[src/rtl/tsl_pkg.sv]
// ----------------------------------------------------------------------------
// tsl_pkg: shared types for the TLS server name locator
// Word formats of the byte and result channels, status codes, and the
// parser-to-output result bundle.
// ----------------------------------------------------------------------------
package tsl_pkg;

    localparam int MAX_BYTES_DEFAULT = 65536;

    typedef enum logic [1:0] {
        ST_FOUND     = 2'd0,
        ST_NOT_HELLO = 2'd1,
        ST_NOT_FOUND = 2'd2,
        ST_BAD_TYPE  = 2'd3
    } status_t;

    typedef struct packed {
        logic [7:0] data_byte;
        logic       last_byte;
    } in_word_t;

    typedef struct packed {
        status_t     status;
        logic [15:0] name_offset;
        logic [15:0] name_length;
    } out_word_t;

    typedef struct packed {
        logic      fire;
        out_word_t word;
    } res_t;

endpackage

[src/rtl/tsl_in_reg.sv]
// ----------------------------------------------------------------------------
// tsl_in_reg: input register
// Holds one record byte for the parser; stalls the sender while the held
// word cannot advance.
// ----------------------------------------------------------------------------
module tsl_in_reg (
    input  logic             clk,
    input  logic             rst_n,
    input  logic             byte_valid,
    output logic             byte_stall,
    input  tsl_pkg::in_word_t byte_word,
    input  logic             advance,
    output logic             stage_valid,
    output tsl_pkg::in_word_t stage_word
);
    import tsl_pkg::*;

    logic     valid_reg;
    logic     valid_next;
    in_word_t word_reg;
    logic     load;

    assign load        = !valid_reg || advance;
    assign byte_stall  = !load;
    assign valid_next  = load ? byte_valid : valid_reg;
    assign stage_valid = valid_reg;
    assign stage_word  = word_reg;

    always_ff @(posedge clk or negedge rst_n)
    begin
        if (!rst_n)
        begin
            valid_reg <= 1'b0;
        end
        else
        begin
            valid_reg <= valid_next;
        end
    end

    always_ff @(posedge clk)
    begin
        if (load && byte_valid)
        begin
            word_reg <= byte_word;
        end
    end

endmodule

[src/rtl/tsl_parser.sv]
// ----------------------------------------------------------------------------
// tsl_parser: ClientHello walker
// Updates the parse state for one byte per cycle while the result register can
// take a word, and flags the single result of each record.
// ----------------------------------------------------------------------------
module tsl_parser #(
    parameter int MAX_BYTES = tsl_pkg::MAX_BYTES_DEFAULT
) (
    input  logic              clk,
    input  logic              rst_n,
    input  logic              stage_valid,
    input  tsl_pkg::in_word_t stage_word,
    input  logic              out_free,
    output logic              advance,
    output tsl_pkg::res_t     res
);
    import tsl_pkg::*;

    localparam int POS_W = $clog2(MAX_BYTES + 1);
    localparam int OFF_W = ((POS_W > 16) ? POS_W : 16) + 1;

    localparam logic [7:0]  TYPE_HANDSHAKE  = 8'h16;
    localparam logic [7:0]  HS_CLIENT_HELLO = 8'h01;
    localparam logic [7:0]  EXT_SERVER_NAME = 8'h00;
    localparam logic [7:0]  NAME_HOST       = 8'h00;
    localparam logic [15:0] SKIP_REC_HDR    = 16'd4;
    localparam logic [15:0] SKIP_FIXED      = 16'd3 + 16'd34;
    localparam logic [15:0] SKIP_LEN2       = 16'd2;
    localparam logic [15:0] SKIP_EXT_HDR    = 16'd4;
    localparam logic [15:0] SKIP_SNI_HDR    = 16'd7;

    typedef enum logic [3:0] {
        PH_TYPE, PH_REC_HDR, PH_HS_TYPE, PH_FIXED,
        PH_SID_LEN, PH_SID, PH_CS_LEN, PH_CS,
        PH_CM_LEN, PH_CM, PH_EXTLEN, PH_EXT_HDR,
        PH_EXT_BODY, PH_SNI_HDR, PH_NAME, PH_DONE
    } phase_t;

    phase_t           phase_reg, phase_next;
    logic [POS_W-1:0] pos_reg, pos_next;
    logic [15:0]      skip_reg, skip_next;
    logic [7:0]       lh_reg, lh_next;
    logic [15:0]      hnl_reg, hnl_next;

    phase_t           ph_c;
    logic [15:0]      sk_c;
    logic [7:0]       lh_c;
    logic [15:0]      hnl_c;
    logic             fin;
    status_t          fin_st;
    logic [15:0]      fin_off;
    logic [15:0]      fin_len;
    logic [OFF_W-1:0] off;
    logic [7:0]       b;

    assign advance = stage_valid && out_free;
    assign b       = stage_word.data_byte;

    always_comb
    begin
        ph_c    = phase_reg;
        sk_c    = skip_reg;
        lh_c    = lh_reg;
        hnl_c   = hnl_reg;
        fin     = 1'b0;
        fin_st  = ST_FOUND;
        fin_off = '0;
        fin_len = '0;
        off     = '0;

        if (phase_reg != PH_DONE)
        begin
            if (pos_reg >= POS_W'(MAX_BYTES))
            begin
                fin    = 1'b1;
                fin_st = ST_NOT_FOUND;
            end
            else
            begin
                unique case (phase_reg)
                    PH_TYPE:
                    begin
                        if (b != TYPE_HANDSHAKE)
                        begin
                            fin    = 1'b1;
                            fin_st = ST_NOT_HELLO;
                        end
                        else
                        begin
                            ph_c = PH_REC_HDR;
                            sk_c = SKIP_REC_HDR;
                        end
                    end
                    PH_HS_TYPE:
                    begin
                        if (b != HS_CLIENT_HELLO)
                        begin
                            fin    = 1'b1;
                            fin_st = ST_NOT_HELLO;
                        end
                        else
                        begin
                            ph_c = PH_FIXED;
                            sk_c = SKIP_FIXED;
                        end
                    end
                    PH_SID_LEN:
                    begin
                        ph_c = PH_SID;
                        sk_c = {8'd0, b};
                    end
                    PH_CS_LEN:
                    begin
                        if (skip_reg == 16'd2)
                        begin
                            lh_c = b;
                            sk_c = 16'd1;
                        end
                        else
                        begin
                            ph_c = PH_CS;
                            sk_c = {lh_reg, b};
                        end
                    end
                    PH_CM_LEN:
                    begin
                        ph_c = PH_CM;
                        sk_c = {8'd0, b};
                    end
                    PH_EXT_HDR:
                    begin
                        if (skip_reg == 16'd4)
                        begin
                            lh_c = b;
                            sk_c = 16'd3;
                        end
                        else if (skip_reg == 16'd3)
                        begin
                            if (lh_reg == EXT_SERVER_NAME && b == EXT_SERVER_NAME)
                            begin
                                ph_c = PH_SNI_HDR;
                                sk_c = SKIP_SNI_HDR;
                            end
                            else
                            begin
                                sk_c = 16'd2;
                            end
                        end
                        else if (skip_reg == 16'd2)
                        begin
                            lh_c = b;
                            sk_c = 16'd1;
                        end
                        else
                        begin
                            ph_c = PH_EXT_BODY;
                            sk_c = {lh_reg, b};
                        end
                    end
                    PH_SNI_HDR:
                    begin
                        if (skip_reg == 16'd3)
                        begin
                            hnl_c = {8'd0, b};
                            sk_c  = 16'd2;
                        end
                        else if (skip_reg == 16'd2)
                        begin
                            lh_c = b;
                            sk_c = 16'd1;
                        end
                        else if (skip_reg == 16'd1)
                        begin
                            if (hnl_reg != {8'd0, NAME_HOST})
                            begin
                                fin    = 1'b1;
                                fin_st = ST_BAD_TYPE;
                            end
                            else
                            begin
                                hnl_c = {lh_reg, b};
                                ph_c  = PH_NAME;
                                sk_c  = {lh_reg, b};
                            end
                        end
                        else
                        begin
                            sk_c = skip_reg - 16'd1;
                        end
                    end
                    PH_REC_HDR, PH_FIXED, PH_SID, PH_CS, PH_CM,
                    PH_EXTLEN, PH_EXT_BODY, PH_NAME:
                    begin
                        if (skip_reg != 16'd0)
                        begin
                            sk_c = skip_reg - 16'd1;
                        end
                    end
                    PH_DONE:
                    begin
                    end
                endcase

                if (!fin && sk_c == 16'd0)
                begin
                    unique case (ph_c)
                        PH_REC_HDR:  ph_c = PH_HS_TYPE;
                        PH_FIXED:    ph_c = PH_SID_LEN;
                        PH_SID:
                        begin
                            ph_c = PH_CS_LEN;
                            sk_c = SKIP_LEN2;
                        end
                        PH_CS:       ph_c = PH_CM_LEN;
                        PH_CM:
                        begin
                            ph_c = PH_EXTLEN;
                            sk_c = SKIP_LEN2;
                        end
                        PH_EXTLEN, PH_EXT_BODY:
                        begin
                            ph_c = PH_EXT_HDR;
                            sk_c = SKIP_EXT_HDR;
                        end
                        PH_NAME:
                        begin
                            off = OFF_W'(pos_reg) + OFF_W'(1) - OFF_W'(hnl_c);
                            fin = 1'b1;
                            if (off >= OFF_W'(MAX_BYTES))
                            begin
                                fin_st = ST_NOT_FOUND;
                            end
                            else
                            begin
                                fin_st  = ST_FOUND;
                                fin_off = off[15:0];
                                fin_len = hnl_c;
                            end
                        end
                        PH_TYPE, PH_HS_TYPE, PH_SID_LEN, PH_CS_LEN, PH_CM_LEN,
                        PH_EXT_HDR, PH_SNI_HDR, PH_DONE:
                        begin
                        end
                    endcase
                end
            end

            if (stage_word.last_byte && !fin)
            begin
                fin    = 1'b1;
                fin_st = ST_NOT_FOUND;
            end
        end
    end

    always_comb
    begin
        phase_next = phase_reg;
        pos_next   = pos_reg;
        skip_next  = skip_reg;
        lh_next    = lh_reg;
        hnl_next   = hnl_reg;
        if (advance)
        begin
            phase_next = fin ? PH_DONE : ph_c;
            skip_next  = sk_c;
            lh_next    = lh_c;
            hnl_next   = hnl_c;
            if (pos_reg < POS_W'(MAX_BYTES))
            begin
                pos_next = pos_reg + POS_W'(1);
            end
            if (stage_word.last_byte)
            begin
                phase_next = PH_TYPE;
                pos_next   = '0;
                skip_next  = '0;
                lh_next    = '0;
                hnl_next   = '0;
            end
        end
    end

    assign res.fire             = advance && fin;
    assign res.word.status      = fin_st;
    assign res.word.name_offset = fin_off;
    assign res.word.name_length = fin_len;

    always_ff @(posedge clk or negedge rst_n)
    begin
        if (!rst_n)
        begin
            phase_reg <= PH_TYPE;
            pos_reg   <= '0;
            skip_reg  <= '0;
            lh_reg    <= '0;
            hnl_reg   <= '0;
        end
        else
        begin
            phase_reg <= phase_next;
            pos_reg   <= pos_next;
            skip_reg  <= skip_next;
            lh_reg    <= lh_next;
            hnl_reg   <= hnl_next;
        end
    end

endmodule

[src/rtl/tsl_out_reg.sv]
// ----------------------------------------------------------------------------
// tsl_out_reg: result register
// Holds one result word until the receiver takes it.
// ----------------------------------------------------------------------------
module tsl_out_reg (
    input  logic               clk,
    input  logic               rst_n,
    input  tsl_pkg::res_t      res,
    output logic               out_free,
    output logic               result_valid,
    input  logic               result_stall,
    output tsl_pkg::out_word_t result_word
);
    import tsl_pkg::*;

    logic      valid_reg;
    logic      valid_next;
    out_word_t word_reg;

    assign out_free     = !valid_reg || !result_stall;
    assign valid_next   = out_free ? res.fire : valid_reg;
    assign result_valid = valid_reg;
    assign result_word  = word_reg;

    always_ff @(posedge clk or negedge rst_n)
    begin
        if (!rst_n)
        begin
            valid_reg <= 1'b0;
        end
        else
        begin
            valid_reg <= valid_next;
        end
    end

    always_ff @(posedge clk)
    begin
        if (res.fire)
        begin
            word_reg <= res.word;
        end
    end

endmodule

[src/rtl/tls_sni_locator.sv]
// ----------------------------------------------------------------------------
// tls_sni_locator: TLS ClientHello server name locator
// Walks a reassembled TLS record one byte per word and reports the host
// name's offset and length, or a status, once per record.
// ----------------------------------------------------------------------------
// Takes one byte per cycle while the result register can take a word, a rate
// set by the parse state update in tsl_parser, and gives exactly one result
// word per record, from the byte that decides it via the input register, then
// the result register; the last byte of a record always ends it. Positions
// count up to MAX_BYTES; a record still undecided after that many bytes reports
// not found. No clearing pass is needed after reset.
module tls_sni_locator #(
    parameter int MAX_BYTES = tsl_pkg::MAX_BYTES_DEFAULT
) (
    input  logic               clk,
    input  logic               rst_n,
    input  logic               byte_valid,
    output logic               byte_stall,
    input  tsl_pkg::in_word_t  byte_word,
    output logic               result_valid,
    input  logic               result_stall,
    output tsl_pkg::out_word_t result_word
);
    import tsl_pkg::*;

    logic     stage_valid;
    in_word_t stage_word;
    logic     advance;
    logic     out_free;
    res_t     res;

    tsl_in_reg u_in_reg (
        .clk         (clk),
        .rst_n       (rst_n),
        .byte_valid  (byte_valid),
        .byte_stall  (byte_stall),
        .byte_word   (byte_word),
        .advance     (advance),
        .stage_valid (stage_valid),
        .stage_word  (stage_word)
    );

    tsl_parser #(
        .MAX_BYTES (MAX_BYTES)
    ) u_parser (
        .clk         (clk),
        .rst_n       (rst_n),
        .stage_valid (stage_valid),
        .stage_word  (stage_word),
        .out_free    (out_free),
        .advance     (advance),
        .res         (res)
    );

    tsl_out_reg u_out_reg (
        .clk          (clk),
        .rst_n        (rst_n),
        .res          (res),
        .out_free     (out_free),
        .result_valid (result_valid),
        .result_stall (result_stall),
        .result_word  (result_word)
    );

endmodule

[config.mk]
export PLATFORM = sky130hd
export DESIGN_NAME = tls_sni_locator
export DESIGN_NICKNAME = d
export VERILOG_FILES = /design/src/rtl/tsl_pkg.sv /design/src/rtl/tsl_in_reg.sv /design/src/rtl/tsl_parser.sv /design/src/rtl/tsl_out_reg.sv /design/src/rtl/tls_sni_locator.sv
export SDC_FILE = /design/constraint.sdc
export NUM_CORES = 1
export LEC_CHECK = 0
export BUFFER_PORTS_ARGS = -buffer_cell sky130_fd_sc_hd__buf_2
export CAP_MARGIN = 0
export CORE_MARGIN = 4
export CORE_UTILIZATION = 60
export CTS_CLUSTER_DIAMETER = 200
export DETAILED_ROUTE_END_ITERATION = 12
export PLACE_DENSITY = 0.82
export SLEW_MARGIN = 20
export SYNTH_ARGS = -nofsm -noshare
export SYNTH_HDL_FRONTEND = slang
export SYNTH_SLANG_ARGS = --single-unit
[constraint.sdc]
create_clock -name clk -period 6.75 [get_ports clk]
set_input_delay 0.675 -clock clk [delete_from_list [all_inputs] [get_ports clk]]
set_output_delay 0.675 -clock clk [all_outputs]
set_load 0.1 [all_outputs]
==> results of run 1 <==
kinds of logic (layout without fill, tap and decap cells):
group / Yosys count / after routing / synth area share, %
multiplexers: 12 / 12 / 1.74
AO/OA/AOI/OAI: 212 / 212 / 19.6
flip-flops: 106 / 106 / 40.3
AND/OR/NAND/NOR: 320 / 320 / 24.3
XOR/XNOR: 29 / 29 / 3.57
buffers and inverters: 60 / 94 / 3.31
adder cells (fa/ha/maj): 40 / 40 / 7.14
cell usage after synthesis (6+ instances only):
master and instances:
nor2_1 86, nand2_1 65, dfrtp_1 63, o21ai_0 61, a21oi_1 45, edfxtp_1 43, ha_1 39, clkbuf_1 35
nand3_1 27, inv_1 19, nand4_1 18, xor2_1 18, nor3_1 17, a22o_1 15, and3_1 15, or2_2 13
a31oi_1 12, nor4_1 12, xnor2_1 11, a21o_1 10, a211oi_1 9, and2_1 9, mux2i_1 9, a221oi_1 8
or3_1 8, nand2b_1 7, nor3b_1 6
per-stage QoR:
step,worst slack [ps],instance area (um^2),total power [mW]
floorplan,1100,7110,2.72
global placement,909,7460,3.33
detailed placement,763,7470,3.34
CTS,718,7790,3.91
global route,137,7790,4.18
finish,598,7790,3.99
layout make-up:
class	instances	area, um^2	share of cell area [%]
Tap cell	143	179	2.30
Inverter	19	71.3	0.915
Sequential cell	106	2870	36.8
Timing Repair Buffer	59	323	4.14
Multi-Input combinational cell	613	4030	51.7
Clock inverter	5	50.0	0.642
Clock buffer	11	275	3.53
per-layer routing:
layer,share of wire [%],global-route usage [%]
met5,0,0
met4,2.3,9.02
met3,11,8.59
met2,44,48.5
met1,43,48.4
path summary, 6_finish.rpt:
| check | start | endpoint | slack (ps) |
|---|---|---|---|
| max | u_parser.skip_reg[5]$_DFFE_PN0P_ | u_out_reg.result_word[26]$_SDFFCE_PP0P_ | 600 |
| min in group clk | byte_word[4] | u_in_reg.stage_word[4]$_DFFE_PP_ | 490 |
| min reg2reg | u_parser.hnl_reg[5]$_DFFE_PN0P_ | u_parser.hnl_reg[5]$_DFFE_PN0P_ | 510 |
| max reg2reg | u_parser.skip_reg[5]$_DFFE_PN0P_ | u_out_reg.result_word[26]$_SDFFCE_PP0P_ | 600 |
| min | rst_n | u_parser.skip_reg[13]$_DFFE_PN0P_ | 490 |
| max in group asynchronous | rst_n | u_parser.skip_reg[2]$_DFFE_PN0P_ | 5690 |
power by group:
part | internal (mW) | switching (mW)
registers | 0.785 | 0.205
logic | 0.802 | 1.64
clock network | 0.304 | 0.261
total | 1.89 | 2.10
critical path, stage by stage (launching register included):
cell	delay [ps]
dfrtp_1	550
nor4_4	370
and3_1	450
and3_1	410
nand3_1	120
nor2_1	410
a21oi_1	130
or2_2	320
ha_1	310
ha_1	360
and2_1	200
nand4_1	120
a31oi_1	160
o41ai_1	280
o21ai_0	170
or4b_2	630
nand3_1	170
nand4b_4	420
a211oi_1	380
==> flow_summary.json, run 1 <==
{
  "grt_max_degree": 64,
  "status": "finished clean",
  "post-route-min-period_ps": 6150,
  "routedWlPerCell_um": 23.1,
  "grt_pass1_vias": 6151,
  "ys_warn_count": 0,
  "syn-cell-area_um2": 7110,
  "wl_mm": 22.1,
  "dieHeight_um": 117,
  "rsz0062_at_grt": "no",
  "peakVddDrop_mv": 0.290,
  "finClkSkew_ps": 7.40,
  "synth_cell_type_count": 76,
  "synthTopCellsByArea": "dfrtp_1 22%, edfxtp_1 18%, ha_1 6.9%, nor2_1 4.5%, o21ai_0 4.3%",
  "core-area_um2": 11500,
  "dp_cells": 940,
  "clk-insertion-delay-late_ps": 360,
  "critical_path_required_ps": 6930,
  "layout_common_cells": "84 x nor2_1, 65 x nand2_1, 63 x dfrtp_1",
  "cp_max_fo": 32,
  "dieArea_um2": 13700,
  "ys_ff_latch": 106,
  "synth_ff_type": "dfrtp_1",
  "antenna_left": 0,
  "syn_inst": 779,
  "synth_edf_count": 43,
  "finalCritPeriodShare_pct": 91.1,
  "seq_area_frac_synth_pct": 40.3,
  "drive_gt1_share_pct": 13.9,
  "async_flop_share_pct": 59.4,
  "row_count": 39,
  "cts_buffers": 9,
  "start_util_pct": 61.8,
  "vias": 6647,
  "synth_top_cell_by_area": "dfrtp_1",
  "cts.sinks": 106,
  "num_io_pins": 49,
  "overflow": 0,
  "relSlewSlack_pct": 35.1,
  "worstPathArrival_ps": 6330,
  "final.fill_count": 909,
  "p_per_area_nw_per_um2": 513,
  "synth_nets": 832,
  "antenna_found_initial": 0,
  "maxCapViolCount": 0,
  "end_kind": "flip-flop",
  "num_antenna_cells": 0,
  "slew_violations": 0,
  "setup_viol": 0,
  "post-cts-setup-buffers": 0,
  "cts_tree": "done",
  "clockBufferDepth": 2,
  "grt_pass1_wl_mm": 34.1,
  "drc": 0,
  "hpwl_mm": 16.3,
  "largest_register_ffs": 34,
  "worstHoldPathType": "in -> async",
  "max_freq_mhz": 163,
  "postLayoutCoreUtil_pct": 67.7,
  "syn-mean-instance-area_um2": 9.13,
  "grt_use_total_pct": 33.0,
  "cts_resized": 0,
  "hold-worst-slack_ps": 486,
  "worstMarginPinSlew_ps": 971,
  "final_nets": 861,
  "io_buffers": 48,
  "worst-setup-path-type": "reg -> reg",
  "synth_top_area_share_pct": 22.2,
  "die_w_um": 117,
  "cts-root-buf": "clkbuf_16",
  "ctsHoldBuffers": 0,
  "clk_pin_slew_ps": 80,
  "dr.pass1.iters": 7,
  "mostFrequentLayoutCell": "nor2_1",
  "p_leak_nw": 3.26,
  "setup_tns_ps": 0,
  "vias_per_cell": 6.95,
  "final_cells": 956,
  "place.gp.congestion": 1.00,
  "r2r_cells": 18,
  "timing_hold_violations_final": 0,
  "syn_to_final_growth_pct": 9.51,
  "cp-start-kind": "flip-flop",
  "htreeDepth": 3,
  "drt_iter0_markers": 913
}
No activity file was read; power rests on OpenSTA's default activity.
==> run 2: changes to the inputs <==
--- a/config.mk
+++ b/config.mk
@@ -5,6 +5,7 @@
 export SDC_FILE = /design/constraint.sdc
 export NUM_CORES = 1
 export LEC_CHECK = 0
+export ABC_AREA = 1
 export BUFFER_PORTS_ARGS = -buffer_cell sky130_fd_sc_hd__buf_2
 export CAP_MARGIN = 0
 export CORE_MARGIN = 4
==> run 2 against run 1 <==
Non-clock buffer count unchanged. Power up 8.3%. Combinational power up 15%. Hold slack worse by 5.4 ps. Via count up 16%. Critical path type unchanged. Sequential power down 2.7%. Synthesized area up 14%.
==> flow_summary.json, run 2 <==
{
  "clockBufferDepth": 2,
  "combPwrFrac_pct": 65.0,
  "ys_warn_count": 0,
  "syn_inst": 1085,
  "synth_top_area_share_pct": 19.5,
  "yosysMostFrequentCell": "nand2_1",
  "largest_register_ffs": 34,
  "synth_ff_type": "dfrtp_1",
  "syn_to_final_growth_pct": 8.38,
  "vias": 7743,
  "seq_power_share_pct": 22.3,
  "syn-cell-area_um2": 8090,
  "synth_cell_type_count": 49,
  "worstPathArrival_ps": 5890,
  "synthTopCellsByArea": "dfrtp_1 19%, edfxtp_1 16%, nand2_1 12%, nor2_1 7.0%, ha_1 6.0%",
  "dp_cells": 1295,
  "cts_resized": 0,
  "start_util_pct": 61.1,
  "cp-start-kind": "flip-flop",
  "layout_common_cells": "261 x nand2_1, 150 x nor2_1, 101 x inv_1",
  "final_nets": 1183,
  "htreeDepth": 3,
  "core-area_um2": 13200,
  "slew_violations": 0,
  "dieHeight_um": 124,
  "worstMarginPinSlew_ps": 932,
  "cp_max_fo": 22,
  "cts_buffers": 9,
  "drt_iter0_markers": 1032,
  "setup_viol": 0,
  "overflow": 0,
  "async_flop_share_pct": 59.4,
  "final.fill_count": 1196,
  "ys_ff_latch": 106,
  "place.gp.congestion": 0.977,
  "clk_pin_slew_ps": 80,
  "drc": 0,
  "dr.pass1.iters": 6,
  "vias_per_cell": 5.91,
  "p_sw_mw": 2.45,
  "cts_tree": "done",
  "worstHoldPathType": "in -> async",
  "timing_hold_violations_final": 0,
  "hpwl_mm": 17.2,
  "finalCritPeriodShare_pct": 85.6,
  "p_leak_nw": 4.14,
  "post-route-min-period_ps": 5780,
  "cts.sinks": 106,
  "die_w_um": 124,
  "finClkSkew_ps": 15.8,
  "peakVddDrop_mv": 0.264,
  "num_antenna_cells": 0,
  "grt_use_total_pct": 30.5,
  "synth_top_cell_by_area": "dfrtp_1",
  "rsz0062_at_grt": "no",
  "wl_mm": 22.9,
  "num_io_pins": 49,
  "synth_common_cells": "261 x nand2_1, 151 x nor2_1, 101 x inv_1, 89 x nand3_1, 63 x dfrtp_1",
  "max_freq_mhz": 173,
  "row_count": 42,
  "p_clk_share_pct": 12.7,
  "synth_nets": 1138,
  "grt_pass1_wl_mm": 36.0,
  "grt_pass1_vias": 6853,
  "dieArea_um2": 15400,
  "p_int_mw": 1.87,
  "p_per_area_nw_per_um2": 493,
  "cts-root-buf": "clkbuf_16",
  "final_cells": 1311,
  "mostFrequentLayoutCell": "nand2_1",
  "end_kind": "flip-flop",
  "setup_tns_ps": 0,
  "critical_path_required_ps": 6860,
  "drive_gt1_share_pct": 13.7,
  "clk-insertion-delay-late_ps": 370,
  "worst-setup-path-type": "reg -> reg",
  "power_mw": 4.32,
  "antenna_found_initial": 0,
  "syn-mean-instance-area_um2": 7.46,
  "post-cts-setup-buffers": 0,
  "routedWlPerCell_um": 17.4,
  "synth_edf_count": 43,
  "antenna_left": 0,
  "maxCapViolCount": 0,
  "grt_max_degree": 64,
  "relSlewSlack_pct": 37.7,
  "status": "finished clean",
  "io_buffers": 48,
  "p_sw_share_pct": 56.7,
  "ctsHoldBuffers": 0,
  "seq_area_frac_synth_pct": 35.4
}
run 2: metrics by stage:
step / util, % / setup slack [ps] / cell area (um^2) / hold WS [ps]
3_5_place_dp: 64.0 / 1070 / 8470 / 505
6_report: 66.2 / 974 / 8770 / 481
5_1_grt: 66.2 / 545 / 8770 / 486
4_1_cts: 66.2 / 1050 / 8770 / 477
3_3_place_gp: 64.0 / 1260 / 8470 / 495
2_1_floorplan: - / 2410 / 8090 / 379
run 2: kinds of logic (layout without fill, tap and decap cells):
kind of cell | Yosys count | after routing | synth area share (%)
and+or+nand+nor | 617 | 617 | 36.6
AOI/OAI and AO/OA | 167 | 167 | 12.2
buffers and inverters | 134 | 184 | 7.20
DFF | 106 | 106 | 35.4
adders and majority gates | 40 | 40 | 6.28
xor gates and xnor gates | 21 | 21 | 2.27
run 2: cell type report:
class | count | area (um^2) | area share [%]
clock buffer | 9 | 225 | 2.57
clock inverter | 7 | 75.1 | 0.856
inverter | 109 | 410 | 4.68
multi-input combinational | 845 | 4650 | 53.0
sequential | 106 | 2870 | 32.7
tap | 176 | 220 | 2.51
timing repair buffer | 59 | 323 | 3.68
run 2: final timing paths:
kind                                                  startpoint                                      to  slack [ps]  cells past startpoint
worst max-delay path            u_parser.skip_reg[0]$_DFFE_PN0P_  u_out_reg.result_word[3]$_SDFFCE_PP0P_         970                     26
min in group clk                                    byte_word[4]        u_in_reg.stage_word[4]$_DFFE_PP_         480                      1
worst max register to register  u_parser.skip_reg[0]$_DFFE_PN0P_  u_out_reg.result_word[3]$_SDFFCE_PP0P_         970                     26
worst min-delay path                                       rst_n       u_parser.skip_reg[14]$_DFFE_PN0P_         480                      2
worst min register to register   u_parser.hnl_reg[8]$_DFFE_PN0P_         u_parser.hnl_reg[8]$_DFFE_PN0P_         520                      2
max in group asynchronous                                  rst_n        u_in_reg.stage_valid$_DFFE_PN0N_        5690                      2
run 2: metal layers:
| metal | global-route usage, % | vias up | routed length [um] |
|---|---|---|---|
| li1 | - | 3720 | - |
| met1 | 44.2 | 3575 | 10000 |
| met2 | 46.1 | 402 | 10300 |
| met3 | 5.81 | 46 | 2010 |
| met4 | 9.72 | 0 | 568 |
| met5 | 0 | - | 0 |
run 2: worst max-delay path, stage by stage, from the launching register on:
cell	delay, ps
dfrtp_1	470
inv_1	190
ha_1	230
nand2_1	110
nor2_2	80
nand2_4	190
inv_2	90
nor2_2	400
nand2_1	190
nand2_1	120
inv_1	140
o22ai_1	340
inv_1	90
ha_1	280
inv_1	40
ha_1	210
fa_1	420
a31oi_1	240
o21ai_0	210
a21o_1	240
nand3_1	80
nand2_1	60
xor2_1	140
nor2_1	100
nand2_4	450
buf_4	350
nor2_4	40
run 2: power by group through the flow:
stage | clock network (mW) | registers [mW] | logic (mW)
after global routing | 0.582 | 0.980 | 3.06
after detailed placement | 0 | 0.968 | 2.75
final | 0.549 | 0.963 | 2.81
after global placement | 0 | 0.967 | 2.74
after floorplan | 0 | 1.29 | 1.84
after CTS | 0.557 | 0.958 | 2.76
